`src/hdl/cnfp_pkg.sv`:
```
// ---------------------------------------------------------------------------
// cnfp_pkg
// Shared types and fixed widths of the centroid / nearest / farthest point unit.
// ---------------------------------------------------------------------------
`timescale 1ns / 1ps
`default_nettype none

package cnfp_pkg;

	localparam int COORD_W = 16;   // coordinate width
	localparam int FRAC_W  = 8;    // centroid fraction bits
	localparam int CEN_W   = 24;   // centroid output width
	localparam int PCNT_W  = 5;    // point_count output width

	typedef enum logic [3:0] {
		ST_IDLE,
		ST_STARTX,
		ST_WAITX,
		ST_STARTY,
		ST_WAITY,
		ST_READ,
		ST_MX,
		ST_MY,
		ST_SQX,
		ST_SQY,
		ST_CMP,
		ST_OUT
	} cnfp_state_t;

endpackage

`default_nettype wire

```
`src/hdl/cnfp_ram.sv`:
```
// ---------------------------------------------------------------------------
// cnfp_ram
// Generic single-write, single-read RAM with registered read data.
// ---------------------------------------------------------------------------
`timescale 1ns / 1ps
`default_nettype none

module cnfp_ram #(
	parameter int WIDTH = 32,
	parameter int DEPTH = 16,
	parameter int AW    = (DEPTH > 1) ? $clog2(DEPTH) : 1
) (
	input  wire logic             clk,
	input  wire logic             we,
	input  wire logic [AW-1:0]    waddr,
	input  wire logic [WIDTH-1:0] wdata,
	input  wire logic [AW-1:0]    raddr,
	output logic      [WIDTH-1:0] rdata
);

	logic [WIDTH-1:0] mem [DEPTH];
	logic [WIDTH-1:0] rdata_q;

	always_ff @(posedge clk) begin
		if (we) begin
			mem[waddr] <= wdata;
		end
		rdata_q <= mem[raddr];
	end

	assign rdata = rdata_q;

endmodule

`default_nettype wire

```
`src/hdl/cnfp_div.sv`:
```
// ---------------------------------------------------------------------------
// cnfp_div
// Restoring unsigned divider, one quotient bit per cycle.
// ---------------------------------------------------------------------------
`timescale 1ns / 1ps
`default_nettype none

module cnfp_div #(
	parameter int DVD_W = 29,
	parameter int DVS_W = 5
) (
	input  wire logic             clk,
	input  wire logic             arst_n,
	input  wire logic             start,
	input  wire logic [DVD_W-1:0] dividend,
	input  wire logic [DVS_W-1:0] divisor,
	output logic                  done,
	output logic      [DVD_W-1:0] quotient
);

	localparam int CW = $clog2(DVD_W + 1);

	logic [DVD_W-1:0] dq_q;
	logic [DVS_W-1:0] rem_q;
	logic [DVS_W-1:0] dsr_q;
	logic [CW-1:0]    cnt_q;
	logic             run_q;
	logic             done_q;

	logic [DVS_W:0]   trial;
	logic [DVS_W:0]   diff;
	logic             ge;

	assign trial = {rem_q, dq_q[DVD_W-1]};
	assign diff  = trial - {1'b0, dsr_q};
	assign ge    = (trial >= {1'b0, dsr_q});

	always_ff @(posedge clk or negedge arst_n) begin
		if (!arst_n) begin
			run_q  <= 1'b0;
			done_q <= 1'b0;
			cnt_q  <= '0;
		end else begin
			done_q <= 1'b0;
			if (start) begin
				run_q <= 1'b1;
				cnt_q <= CW'(DVD_W);
			end else if (run_q) begin
				cnt_q <= cnt_q - 1'b1;
				if (cnt_q == CW'(1)) begin
					run_q  <= 1'b0;
					done_q <= 1'b1;
				end
			end
		end
	end

	always_ff @(posedge clk) begin
		if (start) begin
			dq_q  <= dividend;
			rem_q <= '0;
			dsr_q <= divisor;
		end else if (run_q) begin
			rem_q <= ge ? diff[DVS_W-1:0] : trial[DVS_W-1:0];
			dq_q  <= {dq_q[DVD_W-2:0], ge};
		end
	end

	assign done     = done_q;
	assign quotient = dq_q;

endmodule

`default_nettype wire

```
`src/hdl/centroid_nearest_farthest_point_unit.sv`:
```
// ---------------------------------------------------------------------------
// centroid_nearest_farthest_point_unit
// Collects a set of 2-D points, then reports the centroid and the stored
// points nearest to and farthest from it.
// ---------------------------------------------------------------------------
//  channel | handshake          | payload
//  --------+--------------------+-------------------------------------------
//  input   | in_valid/in_stall  | coord_x, coord_y, last_point
//  output  | out_valid/out_stall| centroid_x/y, nearest_x/y, farthest_x/y,
//          |                    | point_count, overflow
//
//  A point that does not close its set is taken without stalling the input.
//  The closing point starts two passes through the bit-serial divider,
//  x then y, then six steps per stored point through the shared multiplier.
//  in_stall is high after the closing transfer until the result is loaded
//  into the output register; a result held back by out_stall holds off all input.
//  Reset clears the control state; the point store is not cleared.
// ---------------------------------------------------------------------------
`timescale 1ns / 1ps
`default_nettype none

module centroid_nearest_farthest_point_unit #(
	parameter int MAX_POINTS = 16
) (
	input  wire logic                                  clk,
	input  wire logic                                  arst_n,
	input  wire logic                                  in_valid,
	output logic                                       in_stall,
	input  wire logic signed [cnfp_pkg::COORD_W-1:0]   coord_x,
	input  wire logic signed [cnfp_pkg::COORD_W-1:0]   coord_y,
	input  wire logic                                  last_point,
	output logic                                       out_valid,
	input  wire logic                                  out_stall,
	output logic signed      [cnfp_pkg::CEN_W-1:0]     centroid_x,
	output logic signed      [cnfp_pkg::CEN_W-1:0]     centroid_y,
	output logic signed      [cnfp_pkg::COORD_W-1:0]   nearest_x,
	output logic signed      [cnfp_pkg::COORD_W-1:0]   nearest_y,
	output logic signed      [cnfp_pkg::COORD_W-1:0]   farthest_x,
	output logic signed      [cnfp_pkg::COORD_W-1:0]   farthest_y,
	output logic             [cnfp_pkg::PCNT_W-1:0]    point_count,
	output logic                                       overflow
);

	localparam int COORD_W = cnfp_pkg::COORD_W;
	localparam int CEN_W   = cnfp_pkg::CEN_W;
	localparam int CNT_W   = $clog2(MAX_POINTS + 1);
	localparam int AW      = (MAX_POINTS > 1) ? $clog2(MAX_POINTS) : 1;
	localparam int SUM_W   = COORD_W + CNT_W;
	localparam int DIFF_W  = SUM_W + 1;
	localparam int DIST_W  = 2 * DIFF_W;
	localparam int QW      = SUM_W + cnfp_pkg::FRAC_W;
	localparam int QX_W    = (QW > CEN_W) ? QW + 1 : CEN_W + 1;

	localparam logic [QX_W-1:0] CEN_MAG = QX_W'(1) << (CEN_W - 1);
	localparam logic signed [CEN_W-1:0] CEN_MAX = {1'b0, {(CEN_W-1){1'b1}}};
	localparam logic signed [CEN_W-1:0] CEN_MIN = {1'b1, {(CEN_W-1){1'b0}}};

	// sign and magnitude back to fixed point, saturating
	function automatic logic signed [CEN_W-1:0] to_fixed(input logic neg,
			input logic [QW-1:0] q);
		logic [QX_W-1:0]         qx;
		logic signed [CEN_W-1:0] r;
		qx = QX_W'(q);
		if (neg) begin
			r = (qx > CEN_MAG) ? CEN_MIN : -$signed(qx[CEN_W-1:0]);
		end else begin
			r = (qx > CEN_MAG - 1'b1) ? CEN_MAX : $signed(qx[CEN_W-1:0]);
		end
		return r;
	endfunction

	cnfp_pkg::cnfp_state_t state_q, state_d;

	logic [CNT_W-1:0]           count_q;
	logic signed [SUM_W-1:0]    sum_x_q, sum_y_q;
	logic                       ovf_q;
	logic [CNT_W-1:0]           idx_q;

	logic signed [CEN_W-1:0]    cx_q, cy_q;
	logic signed [DIFF_W-1:0]   dx_q, dy_q;
	logic signed [DIST_W-1:0]   prod_q;
	logic [DIST_W-1:0]          acc_q;
	logic [DIST_W-1:0]          near_d_q, far_d_q;
	logic [2*COORD_W-1:0]       near_pt_q, far_pt_q;

	logic                       in_xfer;
	logic                       out_load;
	logic                       ram_we;
	logic [2*COORD_W-1:0]       ram_rdata;
	logic                       div_start;
	logic                       div_done;
	logic [QW-1:0]              div_dvd;
	logic [QW-1:0]              div_q;
	logic signed [SUM_W-1:0]    div_sum;
	logic [SUM_W-1:0]           div_mag;
	logic signed [DIFF_W-1:0]   mul_a, mul_b;
	logic signed [DIST_W-1:0]   mul_p;
	logic signed [COORD_W-1:0]  pt_x, pt_y;
	logic [DIST_W-1:0]          dist_sq;
	logic                       last_idx;

	assign in_xfer  = in_valid && !in_stall;
	assign in_stall = (state_q != cnfp_pkg::ST_IDLE);
	assign ram_we   = in_xfer && (count_q < CNT_W'(MAX_POINTS));

	assign pt_x     = $signed(ram_rdata[2*COORD_W-1:COORD_W]);
	assign pt_y     = $signed(ram_rdata[COORD_W-1:0]);
	assign dist_sq  = acc_q + $unsigned(prod_q);
	assign last_idx = (idx_q == count_q - 1'b1);

	cnfp_ram #(
		.WIDTH (2 * COORD_W),
		.DEPTH (MAX_POINTS),
		.AW    (AW)
	) u_store (
		.clk   (clk),
		.we    (ram_we),
		.waddr (count_q[AW-1:0]),
		.wdata ({coord_x, coord_y}),
		.raddr (idx_q[AW-1:0]),
		.rdata (ram_rdata)
	);

	// divide |sum| * 2^FRAC by n, x first then y
	assign div_sum = (state_q == cnfp_pkg::ST_STARTY) ? sum_y_q : sum_x_q;
	assign div_mag = div_sum[SUM_W-1] ? SUM_W'(-div_sum) : SUM_W'(div_sum);
	assign div_dvd = {div_mag, {cnfp_pkg::FRAC_W{1'b0}}};

	cnfp_div #(
		.DVD_W (QW),
		.DVS_W (CNT_W)
	) u_div (
		.clk      (clk),
		.arst_n   (arst_n),
		.start    (div_start),
		.dividend (div_dvd),
		.divisor  (count_q),
		.done     (div_done),
		.quotient (div_q)
	);

	// shared multiplier operand select
	always_comb begin
		mul_a = $signed(DIFF_W'(count_q));
		mul_b = DIFF_W'(pt_x);
		case (state_q)
			cnfp_pkg::ST_MY: begin
				mul_b = DIFF_W'(pt_y);
			end
			cnfp_pkg::ST_SQX: begin
				mul_a = dx_q;
				mul_b = dx_q;
			end
			cnfp_pkg::ST_SQY: begin
				mul_a = dy_q;
				mul_b = dy_q;
			end
			default: begin
			end
		endcase
	end

	assign mul_p = mul_a * mul_b;

	// sequencer
	always_comb begin
		state_d   = state_q;
		div_start = 1'b0;
		out_load  = 1'b0;
		case (state_q)
			cnfp_pkg::ST_IDLE: begin
				if (in_xfer && last_point) begin
					state_d = cnfp_pkg::ST_STARTX;
				end
			end
			cnfp_pkg::ST_STARTX: begin
				div_start = 1'b1;
				state_d   = cnfp_pkg::ST_WAITX;
			end
			cnfp_pkg::ST_WAITX: begin
				if (div_done) begin
					state_d = cnfp_pkg::ST_STARTY;
				end
			end
			cnfp_pkg::ST_STARTY: begin
				div_start = 1'b1;
				state_d   = cnfp_pkg::ST_WAITY;
			end
			cnfp_pkg::ST_WAITY: begin
				if (div_done) begin
					state_d = cnfp_pkg::ST_READ;
				end
			end
			cnfp_pkg::ST_READ: state_d = cnfp_pkg::ST_MX;
			cnfp_pkg::ST_MX:   state_d = cnfp_pkg::ST_MY;
			cnfp_pkg::ST_MY:   state_d = cnfp_pkg::ST_SQX;
			cnfp_pkg::ST_SQX:  state_d = cnfp_pkg::ST_SQY;
			cnfp_pkg::ST_SQY:  state_d = cnfp_pkg::ST_CMP;
			cnfp_pkg::ST_CMP: begin
				state_d = last_idx ? cnfp_pkg::ST_OUT : cnfp_pkg::ST_READ;
			end
			cnfp_pkg::ST_OUT: begin
				if (!out_valid || !out_stall) begin
					out_load = 1'b1;
					state_d  = cnfp_pkg::ST_IDLE;
				end
			end
			default: state_d = cnfp_pkg::ST_IDLE;
		endcase
	end

	always_ff @(posedge clk or negedge arst_n) begin
		if (!arst_n) begin
			state_q   <= cnfp_pkg::ST_IDLE;
			count_q   <= '0;
			sum_x_q   <= '0;
			sum_y_q   <= '0;
			ovf_q     <= 1'b0;
			idx_q     <= '0;
			out_valid <= 1'b0;
		end else begin
			state_q <= state_d;
			if (in_xfer) begin
				if (ram_we) begin
					count_q <= count_q + 1'b1;
					sum_x_q <= sum_x_q + SUM_W'(coord_x);
					sum_y_q <= sum_y_q + SUM_W'(coord_y);
				end else begin
					ovf_q <= 1'b1;
				end
			end
			if (state_q == cnfp_pkg::ST_WAITY) begin
				idx_q <= '0;
			end else if (state_q == cnfp_pkg::ST_CMP && !last_idx) begin
				idx_q <= idx_q + 1'b1;
			end
			if (out_load) begin
				out_valid <= 1'b1;
				count_q   <= '0;
				sum_x_q   <= '0;
				sum_y_q   <= '0;
				ovf_q     <= 1'b0;
			end else if (!out_stall) begin
				out_valid <= 1'b0;
			end
		end
	end

	// datapath registers
	always_ff @(posedge clk) begin
		if (state_q == cnfp_pkg::ST_WAITX && div_done) begin
			cx_q <= to_fixed(sum_x_q[SUM_W-1], div_q);
		end
		if (state_q == cnfp_pkg::ST_WAITY && div_done) begin
			cy_q <= to_fixed(sum_y_q[SUM_W-1], div_q);
		end
		prod_q <= mul_p;
		case (state_q)
			cnfp_pkg::ST_MY:  dx_q  <= prod_q[DIFF_W-1:0] - DIFF_W'(sum_x_q);
			cnfp_pkg::ST_SQX: dy_q  <= prod_q[DIFF_W-1:0] - DIFF_W'(sum_y_q);
			cnfp_pkg::ST_SQY: acc_q <= $unsigned(prod_q);
			cnfp_pkg::ST_CMP: begin
				// strict compares keep the earliest point on ties
				if (idx_q == '0 || dist_sq < near_d_q) begin
					near_d_q  <= dist_sq;
					near_pt_q <= ram_rdata;
				end
				if (idx_q == '0 || dist_sq > far_d_q) begin
					far_d_q  <= dist_sq;
					far_pt_q <= ram_rdata;
				end
			end
			default: begin
			end
		endcase
		if (out_load) begin
			centroid_x  <= cx_q;
			centroid_y  <= cy_q;
			nearest_x   <= $signed(near_pt_q[2*COORD_W-1:COORD_W]);
			nearest_y   <= $signed(near_pt_q[COORD_W-1:0]);
			farthest_x  <= $signed(far_pt_q[2*COORD_W-1:COORD_W]);
			farthest_y  <= $signed(far_pt_q[COORD_W-1:0]);
			point_count <= cnfp_pkg::PCNT_W'(count_q);
			overflow    <= ovf_q;
		end
	end

`ifndef SYNTHESIS
	a_count_bound: assert property (@(posedge clk) disable iff (!arst_n)
		count_q <= CNT_W'(MAX_POINTS))
		else $error("point count beyond store depth");

	a_div_done_wait: assert property (@(posedge clk) disable iff (!arst_n)
		div_done |-> (state_q == cnfp_pkg::ST_WAITX || state_q == cnfp_pkg::ST_WAITY))
		else $error("divider finished outside a wait state");

	a_scan_index: assert property (@(posedge clk) disable iff (!arst_n)
		(state_q == cnfp_pkg::ST_CMP) |-> (idx_q < count_q))
		else $error("scan index past stored points");

	a_close_stalls: assert property (@(posedge clk) disable iff (!arst_n)
		(in_xfer && last_point) |=> in_stall)
		else $error("closing transfer did not start the computation");
`endif

endmodule

`default_nettype wire

```
`config.mk`:
```
export PLATFORM = sky130hd
export DESIGN_NAME = centroid_nearest_farthest_point_unit
export DESIGN_NICKNAME = d
export VERILOG_FILES = /design/src/hdl/cnfp_pkg.sv /design/src/hdl/cnfp_ram.sv /design/src/hdl/cnfp_div.sv /design/src/hdl/centroid_nearest_farthest_point_unit.sv
export SDC_FILE = /design/constraint.sdc
export NUM_CORES = 2
export LEC_CHECK = 0
export BUFFER_PORTS_ARGS = -buffer_cell sky130_fd_sc_hd__buf_4
export CAP_MARGIN = 0
export CELL_PAD_IN_SITES_DETAIL_PLACEMENT = 0
export CELL_PAD_IN_SITES_GLOBAL_PLACEMENT = 1
export CORE_MARGIN = 5
export CORE_UTILIZATION = 45
export DETAILED_ROUTE_END_ITERATION = 8
export PLACE_DENSITY_LB_ADDON = 0.1
export SYNTH_ARGS = -nofsm -noshare
export SYNTH_HDL_FRONTEND = slang
export SYNTH_SLANG_ARGS = --single-unit
```
`constraint.sdc`:
```
create_clock -name clk -period 17.1 [get_ports clk]
set_input_delay 1.71 -clock clk [delete_from_list [all_inputs] [get_ports clk]]
set_output_delay 1.71 -clock clk [all_outputs]
set_load 0.005 [all_outputs]
```
[Word-level counts from Yosys, hierarchy flattened]
Memories as Yosys holds them, arrays and structs flattened. A register that Yosys moved wholly into a read port is not among the register bits.
Cells that the tools add are included.
Storage, ports and cells
  memory bits (writable): 512
  logic and storage cells: 143
  output and inout bits: 120
  input bits: 37
  register bits: 554
  memories: 1
Memory list
  u_store.mem: depth 16, bits a word 32, read ports 1, clocked after memory_dff 1, write ports 1, line cnfp_ram.sv:21  | logic [WIDTH-1:0] mem [DEPTH];
Operators by class
  muxes and demuxes: 46
  order comparisons: 6
  reduce and logical (&&, ||, !) cells: 26
  equality and inequality tests: 19
  add/subtract/negate cells: 12
  $mul: 1
Operator list (count)
  2-to-1 mux 21 bit: 8
  2-to-1 mux 24 bit: 4
  one-hot mux 22 bit (3 select lines): 1
  2-to-1 mux 29 bit: 2
  one-hot mux 4 bit (12 select lines): 1
  adder 44 bit: 1
  greater-than comparator 44 bit: 1
  < comparator 44 bit: 1
  multiplier 22 x 22 -> 44 bit: 1
  one-hot mux 22 bit (2 select lines): 1
  subtractor 22 bit: 2
  adder 21 x 16 -> 21 bit: 2
  2-to-1 mux 5 bit: 8
  greater-than comparator 29 x 23 -> 1 bit, second input constant: 1
  greater-than comparator 29 x 24 -> 1 bit, second input constant: 1
  negator 24 bit: 1
  negator 21 bit: 1
  2-to-1 mux 4 bit: 5
  == test 4 x 3 -> 1 bit, second input constant: 4
  == test 4 bit, second input constant: 4
  2-to-1 mux 1 bit: 16
  adder 5 x 1 -> 5 bit, second input constant: 2
  subtractor 5 x 1 -> 5 bit, second input constant: 2
  == test 4 x 2 -> 1 bit, second input constant: 2
  other kinds (18): 38

[Depth between registers and ports, before layout]
  word-level depth: 7
  depth in mapped cells: 36
  mapped depth without buffers: 32

[Cells and area by module]
Synthesis repeated with hierarchy kept, for this count alone.
Second synthesis, totals
  cell total of the unflattened synthesis: 5227
  area total of the unflattened synthesis: 65486.6 um^2
By module, submodules not included
  centroid_nearest_farthest_point_unit: area an instance 43504.2 um^2, cells an instance 4235, instances 1, sequential area each 14523.9 um^2
  cnfp_ram: area an instance 19835.3 um^2, cells an instance 838, instances 1, sequential area each 16015.4 um^2
  cnfp_div: area an instance 2147.1 um^2, cells an instance 154, instances 1, sequential area each 1296.2 um^2

[Least setup slack after synthesis]
OpenSTA, ideal clock, no wires.
  path type: register to register
  from: register acc_q[0]
  to: register far_d_q[0], enable pin
  cell stages (with the launch flop): 20
  library setup time: 0.623 ns
  slack: 6.293 ns
  clock period less this slack: 10.807 ns
  arrival: 10.184 ns
  required time: 16.477 ns
  path buffers: 0
  cells stage by stage: edfxtp_1 ha_1 fa_1 a21o_1 a21oi_1 o21ai_0 a31o_2 a2111oi_0 o31ai_1 a21oi_1 o21ai_0 mux2i_1 a2111oi_0 ha_1 nand4_1 nor3_1 nand2_1 nor3_1 a21oi_1 a211oi_1
On the way
  word-level cells in the longest chain between the ends: 4
Ends and longest elaborated chain
  from (decl): line centroid_nearest_farthest_point_unit.sv:82  | logic [DIST_W-1:0] acc_q;
  from (signal assigned): line centroid_nearest_farthest_point_unit.sv:261  | cnfp_pkg::ST_SQY: acc_q <= $unsigned(prod_q);
  adder 44 bit: line centroid_nearest_farthest_point_unit.sv:108  | assign dist_sq = acc_q + $unsigned(prod_q);
  named net dist_sq[36]: line centroid_nearest_farthest_point_unit.sv:99  | logic [DIST_W-1:0] dist_sq;
  greater-than comparator 44 bit: line centroid_nearest_farthest_point_unit.sv:268  | if (idx_q == '0 || dist_sq > far_d_q) begin
  logical OR 1 bit: line centroid_nearest_farthest_point_unit.sv:268
  AND reduction 2 bit (no source line)
  to (signal assigned): line centroid_nearest_farthest_point_unit.sv:269  | far_d_q <= dist_sq;
  to (decl): line centroid_nearest_farthest_point_unit.sv:83  | logic [DIST_W-1:0] near_d_q, far_d_q;
The timed path passes the listed nets, and every way through them passes these cells.
A chain may end at the register's enable or synchronous reset.

[Worst setup path in the final report]
  from: register state_q[2]
  to: register prod_q[40]
On the way
  word-level cells in the longest chain between the ends: 3
  elaborated cells between the ends (all ways): 6
  those cells by class: mul: 1; eq/ne: 3; mux: 2
Ends and longest elaborated chain
  from (decl): line centroid_nearest_farthest_point_unit.sv:72  | cnfp_pkg::cnfp_state_t state_q, state_d;
  from (signal assigned): line centroid_nearest_farthest_point_unit.sv:214  | state_q <= cnfp_pkg::ST_IDLE;
  from (signal assigned): line centroid_nearest_farthest_point_unit.sv:222  | state_q <= state_d;
  == test 4 bit or == test 4 x 3 -> 1 bit (tied branches): line centroid_nearest_farthest_point_unit.sv:146  | case (state_q)
  one-hot mux 22 bit (3 select lines) or one-hot mux 22 bit (2 select lines) (tied branches): line centroid_nearest_farthest_point_unit.sv:146
  multiplier 22 x 22 -> 44 bit (*): line centroid_nearest_farthest_point_unit.sv:163  | assign mul_p = mul_a * mul_b;
  named net mul_p[40]: line centroid_nearest_farthest_point_unit.sv:97  | logic signed [DIST_W-1:0] mul_p;
  to (signal assigned): line centroid_nearest_farthest_point_unit.sv:257  | prod_q <= mul_p;
  to (decl): line centroid_nearest_farthest_point_unit.sv:81  | logic signed [DIST_W-1:0] prod_q;
Mark *: on every way through the listed nets, which the timed path passes. The rest lies on a longest branch.

==> flow_summary.json <==
{
  "die_h_um": 392,
  "required_ns": 17.73,
  "vias": 40300,
  "dp_hpwl_um": 130000,
  "final_cell_area_um2": 73100,
  "yosysTopAreaCell": "edfxtp_1",
  "p_switching_mw": 6.06,
  "drc": 0,
  "synth_seq_cells": 1098,
  "cpPeakStageDelay_ns": 0.92,
  "cp-startpoint": "state_q[2]",
  "layout_min_cycle_time_ns": 11.14,
  "critPathMaxFanout": 58,
  "async_flop_share_pct": 5.92,
  "boundaryPins": 157,
  "syn_avg_cell_area_um2": 12.6,
  "port_buffers": 156,
  "cts_buffers": 114,
  "synth_area_leaders": "edfxtp_1 (43%), fa_1 (15%), ha_1 (6.9%)",
  "synthDistinctLibCells": 84,
  "cts_root_buf": "clkbuf_16",
  "synthesis.nets": 6130,
  "cts_hold_buf": 0,
  "synth.top_cell.area_share_pct": 43.2,
  "core_um2": 145000,
  "vias_per_cell": 5.44,
  "place_area_um2": 69300,
  "fmax_mhz": 89.7,
  "fin_cells": 7416,
  "power_density_nw_per_um2": 192,
  "grt_max_degree": 100,
  "worst_pin_slew_ns": 1.17,
  "nNetsFinal": 6304,
  "yosys_warnings": 0,
  "status": "complete, no violations",
  "slew-limit-headroom_pct": 21.2,
  "p_int_mw": 7.95,
  "pwr-share-clk_pct": 17.8,
  "cts_tree": "done",
  "synth_edf_count": 944,
  "fin_setup_tns_ns": 0,
  "track_usage_pct": 23.5,
  "crit_path_end_kind": "flip-flop",
  "firstDrtPassIters": 5,
  "grt_pass1_vias": 41800,
  "postSynthCellCount": 5223,
  "comb_power_share_pct": 54.8,
  "grt-ovfl-total": 0,
  "peakVddDrop_mv": 0.139,
  "rows": 140,
  "arrival_ns": 11.77,
  "gp_congestion": 0.869,
  "report.final.hold_viol_count": 0,
  "final_common_cell": "edfxtp_1",
  "finalClockSkew_ns": 0.0496,
  "wl_per_cell_um": 24.1,
  "die_area_um2": 153000,
  "postCtsResizedCells": 0,
  "power_switching_share_pct": 43.3,
  "fillers": 12600,
  "post_cts_buffers": 0,
  "drt-total-wl_um": 179000,
  "final_max_slew_viol_count": 0,
  "rr_startpoint": "state_q[2]",
  "cts_buffer_depth": 3,
  "p_leak_nw": 29.7,
  "seq_power_share_pct": 27.4,
  "layout_common_cells": "edfxtp_1 (944), inv_1 (788), fa_1 (507), nand2_1 (433), ha_1 (363)",
  "p_total_mw": 14.0,
  "antenna_found_initial": 7,
  "critPathLaunchType": "flip-flop",
  "hp-start": "far_pt_q[31]",
  "drive_above_1_share_pct": 11.7,
  "setup_viol": 0,
  "synth_seq_area_share_pct": 48.4,
  "drtIter0Drc": 3008,
  "cts.sinks": 1098,
  "grt_pass1_wl_um": 270000,
  "path_clk_slew_ns": 0.06,
  "rsz0062_at_grt": "no",
  "final_util_pct": 50.3,
  "fin_crit_sh_pct": 65.2,
  "die_x_um": 392,
  "ant_nets": 0,
  "drv_cap": 0,
  "syn2layout_area_growth_pct": 11.4,
  "worstSetupPathType": "reg -> reg",
  "synthFlopType": "edfxtp_1",
  "clk_latency_ns": 0.73,
  "syn-cell-area_um2": 65600,
  "ctsHtreeMaxLevel": 3,
  "cp_slowest_cell": "clkinv_1",
  "hp-class": "reg -> reg",
  "place_inst": 7198,
  "start_util_pct": 45.2
}
==> synth_stat cells (30+ instances only) <==
cell type,number
a21oi_1,260
nand3_1,90
nor2_1,346
nand2b_1,33
a21o_1,104
o21ai_0,165
nor2b_1,33
mux4_2,160
xnor2_1,130
xor2_1,60
inv_1,789
ha_1,363
dfrtp_1,65
nand2_1,433
nor3_1,57
edfxtp_1,944
clkbuf_1,156
fa_1,507
nand4_1,30
dfxtp_1,89
==> power by group through the flow <==
stage               combinational (mW)  clock [mW]  sequential, mW
floorplan                         5.55           0            3.65
global placement                  7.65           0            3.89
detailed placement                7.70           0            3.89
CTS                               7.74        2.55            3.84
global route                      8.66        2.67            3.87
finish                            7.68        2.49            3.84
==> flip-flops by register name (all words and copies together), names as in the netlist, 16 cells and up <==
signal,count
cx_q,24
u_div.quotient,29
near_d_q,44
nearest_x,16
cy_q,24
acc_q,44
sum_x_q,21
farthest_y,16
dx_q,22
sum_y_q,21
centroid_y,24
far_pt_q,32
dy_q,22
far_d_q,44
u_store.rdata,32
near_pt_q,32
u_store.mem,512
nearest_y,16
farthest_x,16
centroid_x,24
prod_q,44
==> logic make-up (layout without fill, tap and decap cells) <==
family          count (synthesis)  after routing  share of synthesized area, %
buf+inv                       980           1255                          5.65
other cells                     0              1                             0
simple gates                 1122           1122                          7.59
fa+ha+maj                     870            870                          22.4
flops                        1098           1098                          48.4
xor+xnor                      190            190                          2.54
compound gates                785            785                          7.62
mux                           178            178                          5.77
==> worst paths after layout <==
path,cells after the start,slack (ns),endpoint
setup / recovery,33,5.96,prod_q[40]
hold / removal,0,0.41,farthest_x[15]
setup reg to reg,33,5.96,prod_q[40]
hold reg to reg,0,0.41,farthest_x[15]
max in group asynchronous,1,15.27,idx_q[0]
min in group asynchronous,1,1.11,count_q[4]
==> per-layer routing <==
metal	vias up	GRT usage (%)	share of wire (%)	wire length [µm]
met3	199	3.47	5.4	9570
li1	18500	-	-	-
met1	20700	33.4	45	80200
met5	-	0	0.019	34
met2	1014	39.1	48	85500
met4	6	4.51	1.8	3270
==> per-stage QoR <==
stage | setup WS [ns] | hold slack, ns
global route | 5.28 | 0.413
detailed placement | 6.03 | 0.405
finish | 5.96 | 0.413
CTS | 5.93 | 0.406
floorplan | 6.29 | 0.400
global placement | 6.05 | 0.400
==> critical path: cells and delay by family, from the launching register on <==
family | cells | cell delay, ns
adders and majority gates | 8 | 3.78
DFF | 1 | 0.53
and+or+nand+nor | 5 | 1.12
AOI/OAI and AO/OA | 11 | 3.91
buffers and inverters | 9 | 1.65
==> layout make-up <==
cell class                 count  area, µm²  area share, %
multi-input combinational   3145      30300           41.5
tap                         1917       2400           3.28
sequential                  1098      31800           43.5
clock buffer                 154       3100           4.25
antenna                        1       2.50        0.00343
inverter                     795       2990           4.09
timing repair buffer         243       1840           2.51
clock inverter                63        666          0.911
Power figures use the tool's default switching activity.
